### config.mk
export PLATFORM = sky130hd
export DESIGN_NAME = rls_div
export DESIGN_NICKNAME = d
export VERILOG_FILES = /design/src/design/rls_pkg.sv /design/src/design/rls_div.sv
export SDC_FILE = /design/constraint.sdc
export NUM_CORES = 1
export LEC_CHECK = 0
export BUFFER_PORTS_ARGS = -buffer_cell sky130_fd_sc_hd__buf_2
export CORE_UTILIZATION = 57
export CTS_CLUSTER_SIZE = 8
export DETAILED_ROUTE_END_ITERATION = 16
export PLACE_DENSITY_LB_ADDON = 0.12
export SLEW_MARGIN = 20
export SYNTH_ARGS = -nofsm -noshare
export SYNTH_HDL_FRONTEND = slang
export SYNTH_SLANG_ARGS = --single-unit
### constraint.sdc
create_clock -name clk -period 4.61 [get_ports clk]
set_input_delay 0.2305 -clock clk [delete_from_list [all_inputs] [get_ports clk]]
set_output_delay 0.2305 -clock clk [all_outputs]
set_load 0.01 [all_outputs]
### src/design/rls_pkg.sv
package rls_pkg;

  localparam int unsigned WINDOW_DEF = 64;
  localparam int unsigned NS_PER_US  = 1000;
  localparam int unsigned DIV_W      = 64;
  localparam int unsigned US_W       = 32;
  localparam int unsigned MEAN_W     = 48;

  // ceil(2^30 / 125): x / 1000 == ((x >> 3) * US_RECIP) >> 30 for x below 2^26
  localparam logic [23:0] US_RECIP   = 24'd8589935;

  // request to the shared divider
  typedef struct packed {
    logic             go;
    logic [DIV_W-1:0] num;
    logic [DIV_W-1:0] den;
  } div_req_t;

  // request to the window sorter
  typedef struct packed {
    logic            go;
    logic [US_W-1:0] sample;
  } sort_req_t;

  typedef struct packed {
    logic            done;
    logic [US_W-1:0] median;
  } sort_rsp_t;

endpackage

### src/design/rls_div.sv
module rls_div (
  input  logic                        clk,
  input  logic                        rst_n,
  input  rls_pkg::div_req_t           req,
  output logic                        done,
  output logic [rls_pkg::DIV_W-1:0]   quo
);

  localparam int unsigned W  = rls_pkg::DIV_W;
  localparam int unsigned CW = $clog2(W);

  logic          busy_r;
  logic          done_r;
  logic [CW-1:0] cnt_r;
  logic [W-1:0]  rem_r;
  logic [W-1:0]  quo_r;
  logic [W-1:0]  den_r;

  logic [W:0]    trial;
  logic [W:0]    diff;
  logic          ge;

  // one restoring step: shift in the next numerator bit, subtract if it fits
  assign trial = {rem_r, quo_r[W-1]};
  assign ge    = trial >= {1'b0, den_r};
  assign diff  = trial - {1'b0, den_r};

  always_ff @(posedge clk) begin
    if (!rst_n) begin
      busy_r <= 1'b0;
      done_r <= 1'b0;
      cnt_r  <= '0;
    end else begin
      done_r <= 1'b0;
      if (req.go) begin
        busy_r <= 1'b1;
        cnt_r  <= '0;
        rem_r  <= '0;
        quo_r  <= req.num;
        den_r  <= req.den;
      end else if (busy_r) begin
        rem_r <= ge ? diff[W-1:0] : trial[W-1:0];
        quo_r <= {quo_r[W-2:0], ge};
        cnt_r <= cnt_r + 1'b1;
        if (cnt_r == CW'(W - 1)) begin
          busy_r <= 1'b0;
          done_r <= 1'b1;
        end
      end
    end
  end

  assign done = done_r;
  assign quo  = quo_r;

endmodule

==> results.toml, run 1 <==
[timing]
final_max_slew_viol_count = 0
min_period_over_period_pct = 85.33
skew_ns = 0.01441
maxSlewHeadroom_pct = 33.63
rsz0062_at_grt = "no"
setup-tns-final_ns = 0
fin_ws_ns = 0.6762
final-setup-viol-count = 0
tightestPinTransition_ns = 0.9956
fmax_mhz = 254.2
final-hold-violation-count = 0
finalCriticalPeriod_ns = 3.934

[cts]
h_tree_depth = 4
clkTransAtPathRegs_ns = 0.09
tritoncts = "yes"
cts-root-to-sink-buffers = 2
cts_buffers = 17
clk-insertion-delay-late_ns = 0.45
root_buffer = "clkbuf_16"
clock-sinks = 200

[yosys]
syn_avg_cell_area_sq_um = 10.58
seq_area_frac_synth_pct = 50.54
post_synth_inst_count = 1108
synth_warnings = 0
synth_area_leader = "edfxtp_1"
synth_enable_flop_cells = 192
synthDominantCellAreaShare_pct = 49.18
netlist-cell-type-count = 65
synth_async_sr_flop_share_pct = 0
synth.cell_area_sq_mm = 0.01172
ys_top_cells_by_area = "edfxtp_1 (49%), ha_1 (6.9%), mux2_2 (6.1%), a21oi_1 (5.7%), nor2_1 (4.5%)"
synth_ff_type = "edfxtp_1"
synthMostInstantiatedCell = "edfxtp_1"
synth.ff_latch_count = 200
post_synth_most_frequent_cells = "edfxtp_1 (192), nor2_1 (142), a21oi_1 (134)"
synth.net_count = 1305

[worst_setup_path]
cp_max_fo = 26
crit_path_max_incr_delay_ns = 0.56
crit_path_top_delay_cell = "or4_1"
critical_path.startpoint_type = "register"
timing.critical_path.required_ns = 4.77
worstPathBufferInverterCount = 2
endpoint_kind = "register"
critical_path.top_delay_family = "compound AO/OA/AOI/OAI gates"
cp_data_arrival_time_ns = 4.10
crit_path_cell_trace = "ha_1 > a21oi_1 > o21ai_0 > or4_1 > a31oi_1 > o21ai_2 > a31oi_4 > o31ai_4 > a31oi_4 > buf_4 > nor2b_1 > buf_4 > a21oi_1"
crit_type = "register to register"

[power]
p_leak_uw = 0.005883
intPower_uw = 3565
power.clock.fraction_pct = 29.5
ir_worst_vdd_v = 0.0002669
power.density_mw_per_mm2 = 373.6
comb_power_share_pct = 28.1
p_seq_share_pct = 42.4
p_sw_share_pct = 32.81
power.switching_uw = 1741

[run_status]
outcome = "completed"

[floorplan]
design.die.area_sq_mm = 0.02115
chipWidth_um = 145.4
initial_core_utilization_pct = 58.13
die-height_um = 145.4
placeableCoreArea_sq_mm = 0.02017
design.portCount = 196
row_cnt = 52

[global_routing]
antenna_violations_before_repair = 1
track_usage_pct = 26.51
grt_pass1_wl_mm = 44.92
first_global_vias = 9177
grt_max_degree = 79
grt_remaining_overflow = 0

[placement]
post_dp_hpwl_mm = 19.10
buffer_ports.inserted = 195
globalplace.congestion = 0.8824
preCtsSetupSlack_ns = 0.7327

[layout]
num-nets-final = 1547
fill_cells = 1501
flow.area_growth_from_synthesis_pct = 21.13
ff_latch_area_sq_mm = 0.005926
multi_input_comb_area_sq_mm = 0.005288
fraction_of_final_layout_cells_sized_beyond_drive_strength_1_pct = 23.11
final_util_pct = 70.41

[drt]
drtPass1Iterations = 7
antenna_left = 0
finalWirelength_mm = 27.26
viasPerCell = 5.616
route.detailed.wl_per_inst_um = 16.68
drtIter0Drc = 623
post-route-drc-count = 0
vias = 9176

[worst_hold_path]
hold_class = "input pin to register"

[run]
drv_cap = 0
==> metal layers <==
metal  global-route usage (%)  part of all wire, %  up-vias
met5                        0                    0        -
met4                    7.158                  1.3        0
met3                    5.486                  6.0       23
met2                    43.77                   47      314
met1                    35.69                   45     4346
li1                         -                    -     4493
==> metrics by stage <==
stage	power (uW)	area (sq um)	hold WS, ns	std cells
2_1_floorplan	3366	11720	0.3294	1108
3_3_place_gp	3691	12940	0.4069	1537
4_1_cts	5314	14200	0.06142	1633
5_1_grt	5575	14200	0.06549	1634
3_5_place_dp	3712	12940	0.4087	1537
6_report	5306	14200	0.07727	1634
==> flip-flops by register name (all words and copies together), names as in the netlist <==
register,cells
done,1
cnt_r,6
quo,64
rem_r,64
busy_r,1
den_r,64
==> power groups by stage <==
stage | registers [uW] | logic [uW] | clock network, uW
6_report | 2250 | 1490 | 1560
5_1_grt | 2270 | 1660 | 1650
4_1_cts | 2250 | 1480 | 1590
3_5_place_dp | 2290 | 1420 | 0
3_3_place_gp | 2280 | 1410 | 0
2_1_floorplan | 2300 | 1070 | 0
==> layout make-up <==
type                    instances  share of cell area [%]
flip-flops and latches        200                   41.73
multi-input cells             778                   37.23
repair buffers                268                   12.05
clock buffers                  18                   3.022
well taps                     270                   2.379
inverters                      85                   2.247
clock inverters                14                   1.322
diodes                          1                 0.01762
==> kinds of logic after synthesis <==
logic type	share of synthesized area, %
AO/OA/AOI/OAI	15.10
buffers and inverters	4.429
AND/OR/NAND/NOR	11.06
flip-flops	50.54
XOR/XNOR	4.856
adder cells (fa/ha/maj)	7.108
multiplexers	6.905
==> worst paths after layout <==
kind,start,endpoint,slack (ns),depth (start not counted)
worst max-delay path,rem_r[15],quo[0],0.68,13
worst min-delay path,req[81],quo[17],0.08,2
worst max register to register,rem_r[15],quo[0],0.68,13
worst min register to register,cnt_r[5],done,0.50,2
==> timing repair <==
item	4_1_cts	5_1_grt
endpoints found under the hold margin	64	0
hold buffers	64	0
resized for setup	0	0
setup buffers	0	0
==> worst reg2reg max path, stage by stage (launching register included) <==
cell and delay [ns]:
edfxtp_1 0.40, ha_1 0.39, a21oi_1 0.25, o21ai_0 0.19, or4_1 0.56, a31oi_1 0.29
o21ai_2 0.18, a31oi_4 0.24, o31ai_4 0.09, a31oi_4 0.32, buf_4 0.33, nor2b_1 0.18
buf_4 0.19, a21oi_1 0.05
==> layout by cell type, fill, tap and decap left out, types with 4 or more instances in the layout <==
cell	instances
a21o_1	21
buf_4	8
dfxtp_1	8
clkinv_8	6
nor3_1	11
inv_6	4
mux2_2	63
a21oi_1	134
edfxtp_1	192
ha_1	65
inv_1	83
a22o_1	6
o21a_1	10
nor2_1	142
nand2b_1	9
nand3_1	11
o21ai_0	49
dlygate4sd3_1	64
nand2_1	62
buf_2	194
nor2b_1	12
nand4_1	19
a31oi_1	9
mux2i_1	10
xnor2_1	39
xor2_1	26
or3_1	4
and3_1	4
clkbuf_16	17
o21bai_1	14
Power figures use the tool's default switching activity.
==> inputs of run 2 (changes only) <==
--- a/config.mk
+++ b/config.mk
@@ -5,10 +5,10 @@
 export SDC_FILE = /design/constraint.sdc
 export NUM_CORES = 1
 export LEC_CHECK = 0
-export BUFFER_PORTS_ARGS = -buffer_cell sky130_fd_sc_hd__buf_2
-export CORE_UTILIZATION = 57
+export CORE_UTILIZATION = 65
 export CTS_CLUSTER_SIZE = 8
 export DETAILED_ROUTE_END_ITERATION = 16
+export DONT_BUFFER_PORTS = 1
 export PLACE_DENSITY_LB_ADDON = 0.12
 export SLEW_MARGIN = 20
 export SYNTH_ARGS = -nofsm -noshare
==> results.toml, run 2 (synthesized netlist as in run 1, its figures left out) <==
[timing]
skew_ns = 0.02144
finalCriticalPeriod_ns = 3.963
fmax_mhz = 252.4
fin_ws_ns = 0.6475
rsz0062_at_grt = "no"
final_max_slew_viol_count = 0
final-setup-viol-count = 0
min_period_over_period_pct = 85.95
setup-tns-final_ns = 0
tightestPinTransition_ns = 0.8562
maxSlewHeadroom_pct = 42.81
final-hold-violation-count = 0

[power]
p_sw_share_pct = 32.21
intPower_uw = 3618
p_seq_share_pct = 42.8
power.switching_uw = 1720
ir_worst_vdd_v = 0.0004303
p_leak_uw = 0.005314
power.density_mw_per_mm2 = 391.2
power.clock.fraction_pct = 30.3
comb_power_share_pct = 26.8

[worst_setup_path]
critical_path.top_delay_family = "compound AO/OA/AOI/OAI gates"
crit_path_top_delay_cell = "or4_1"
crit_path_max_incr_delay_ns = 0.49
critical-path-top-cell-by-count = "a31oi_4"
worst_reg2reg_startpoint = "rem_r[9]"
critical_path.startpoint_type = "register"
endpoint_kind = "register"
critical_path.reg2reg.endpoint = "rem_r[53]"
crit_path_cell_trace = "ha_1 > and3_1 > and3b_1 > or4_1 > a31oi_1 > o21ai_2 > a31oi_4 > o31ai_4 > a31oi_4 > buf_12 > nor2_1 > a22o_1"
cp_data_arrival_time_ns = 4.15
cp_max_fo = 108
reg2reg_setup_slack_ns = 0.65
worstPathBufferInverterCount = 1
crit_type = "register to register"
timing.critical_path.required_ns = 4.80
worst-r2r-cell-count = 12

[cts]
post_cts_repair_timing_setup_buffer_count = 0
tritoncts = "yes"
clock-sinks = 200
clk-insertion-delay-late_ns = 0.45
clkTransAtPathRegs_ns = 0.09
cts_buffers = 17
root_buffer = "clkbuf_16"
h_tree_depth = 4
cts-root-to-sink-buffers = 2

[run]
drv_cap = 0

[floorplan]
design.die.area_sq_mm = 0.01858
initial_core_utilization_pct = 67.08
row_cnt = 48
design.portCount = 196
die-height_um = 136.3
placeableCoreArea_sq_mm = 0.01748
chipWidth_um = 136.3

[global_routing]
antenna_violations_before_repair = 1
track_usage_pct = 31.71
grt_pass1_wl_mm = 44.80
grt_max_degree = 109
grt_remaining_overflow = 0
first_global_vias = 8788

[drt]
drtPass1Iterations = 6
viasPerCell = 6.192
route.detailed.wl_per_inst_um = 20.53
post-route-drc-count = 0
vias = 8910
antenna_left = 0
finalWirelength_mm = 29.54
drtIter0Drc = 985

[worst_hold_path]
hp-start = "req[104]"
timing.hold.worst_path_depth = 1
whs_endpoint = "quo[40]"
hold_class = "input pin to register"

[layout]
num-nets-final = 1397
flow.area_growth_from_synthesis_pct = 16.38
fill_cells = 1089
most_frequent_cells_in_the_layout = "edfxtp_1 (192), nor2_1 (142), a21oi_1 (134)"
multi_input_comb_area_sq_mm = 0.005288
ff_latch_area_sq_mm = 0.005926
fraction_of_final_layout_cells_sized_beyond_drive_strength_1_pct = 9.728
mostFrequentLayoutCell = "edfxtp_1"

[placement]
buffer_ports.inserted = 0
post_dp_hpwl_mm = 18.62
globalplace.congestion = 0.9088
preCtsSetupSlack_ns = 0.7422

[run_status]
outcome = "completed"
## run 2: cell count changes in the layout (fill, tap and decap cells not counted)
cell,before,now
buf_12,2,1
clkbuf_1,1,0
clkinv_1,0,1
buf_4,8,5
bufinv_16,0,2
clkinv_4,0,1
inv_12,2,0
inv_8,2,3
dlygate4sd3_1,64,111
buf_16,0,1
clkinv_8,6,4
buf_2,194,0
## run 2: metal layers
metal | vias to the layer above | wire length, um | track usage, %
li1 | 4200 | - | -
met1 | 4264 | 12130 | 40.48
met2 | 396 | 14620 | 53.19
met3 | 50 | 2130 | 6.786
met4 | 0 | 661 | 11.23
met5 | - | 0 | 0
## run 2: power by group through the flow
| stage | Sequential (uW) | Clock [uW] | Combinational [uW] |
|---|---|---|---|
| finish | 2290 | 1620 | 1430 |
| global route | 2300 | 1690 | 1580 |
| CTS | 2280 | 1610 | 1380 |
| detailed placement | 2320 | 0 | 1290 |
| global placement | 2310 | 0 | 1270 |
| floorplan | 2300 | 0 | 1070 |
## run 2: how the worst max path moves through the flow
stage / start / end / slack (ns) / cells after the start
after CTS: rem_r[9] / rem_r[53] / 0.70 / 12
after detailed placement: rem_r[9] / rem_r[53] / 0.74 / 12
after global routing: rem_r[9] / rem_r[53] / 0.45 / 12
after floorplan: req[128] / busy_r / 0.34 / 4
after global placement: rem_r[9] / rem_r[60] / 0.83 / 12
final: rem_r[9] / rem_r[53] / 0.65 / 12
## run 2: worst reg2reg max path, cell delays in order, from the launching register on
cell and delay, ns:
edfxtp_1 0.39, ha_1 0.39, and3_1 0.29, and3b_1 0.22, or4_1 0.49, a31oi_1 0.29
o21ai_2 0.18, a31oi_4 0.24, o31ai_4 0.09, a31oi_4 0.21, buf_12 0.41, nor2_1 0.26
a22o_1 0.26
## run 2: layout make-up
| type | instances | share of cell area, % |
|---|---|---|
| diodes | 1 | 0.01834 |
| clock buffers | 17 | 3.118 |
| clock inverters | 15 | 1.513 |
| inverters | 85 | 2.338 |
| multi-input cells | 778 | 38.75 |
| flip-flops and latches | 200 | 43.43 |
| well taps | 225 | 2.063 |
| repair buffers | 118 | 8.767 |
## run 2: repair_timing
action,in CTS,in global routing
setup endpoints to repair,0,0
hold buffers,105,7
hold endpoints to repair,157,10
gates resized for setup,0,0
## run 2: through the flow
step / hold WS (ns) / instance area (sq um) / utilization (%) / instances / total power (uW)
floorplan: 0.3294 / 11720 / - / 1108 / 3366
global placement: 0.3294 / 11870 / 67.93 / 1294 / 3579
detailed placement: 0.3294 / 11870 / 67.93 / 1294 / 3610
CTS: 0.0005670 / 13570 / 77.66 / 1431 / 5271
global route: -0.003457 / 13640 / 78.06 / 1438 / 5562
finish: 0.001873 / 13640 / 78.07 / 1439 / 5338
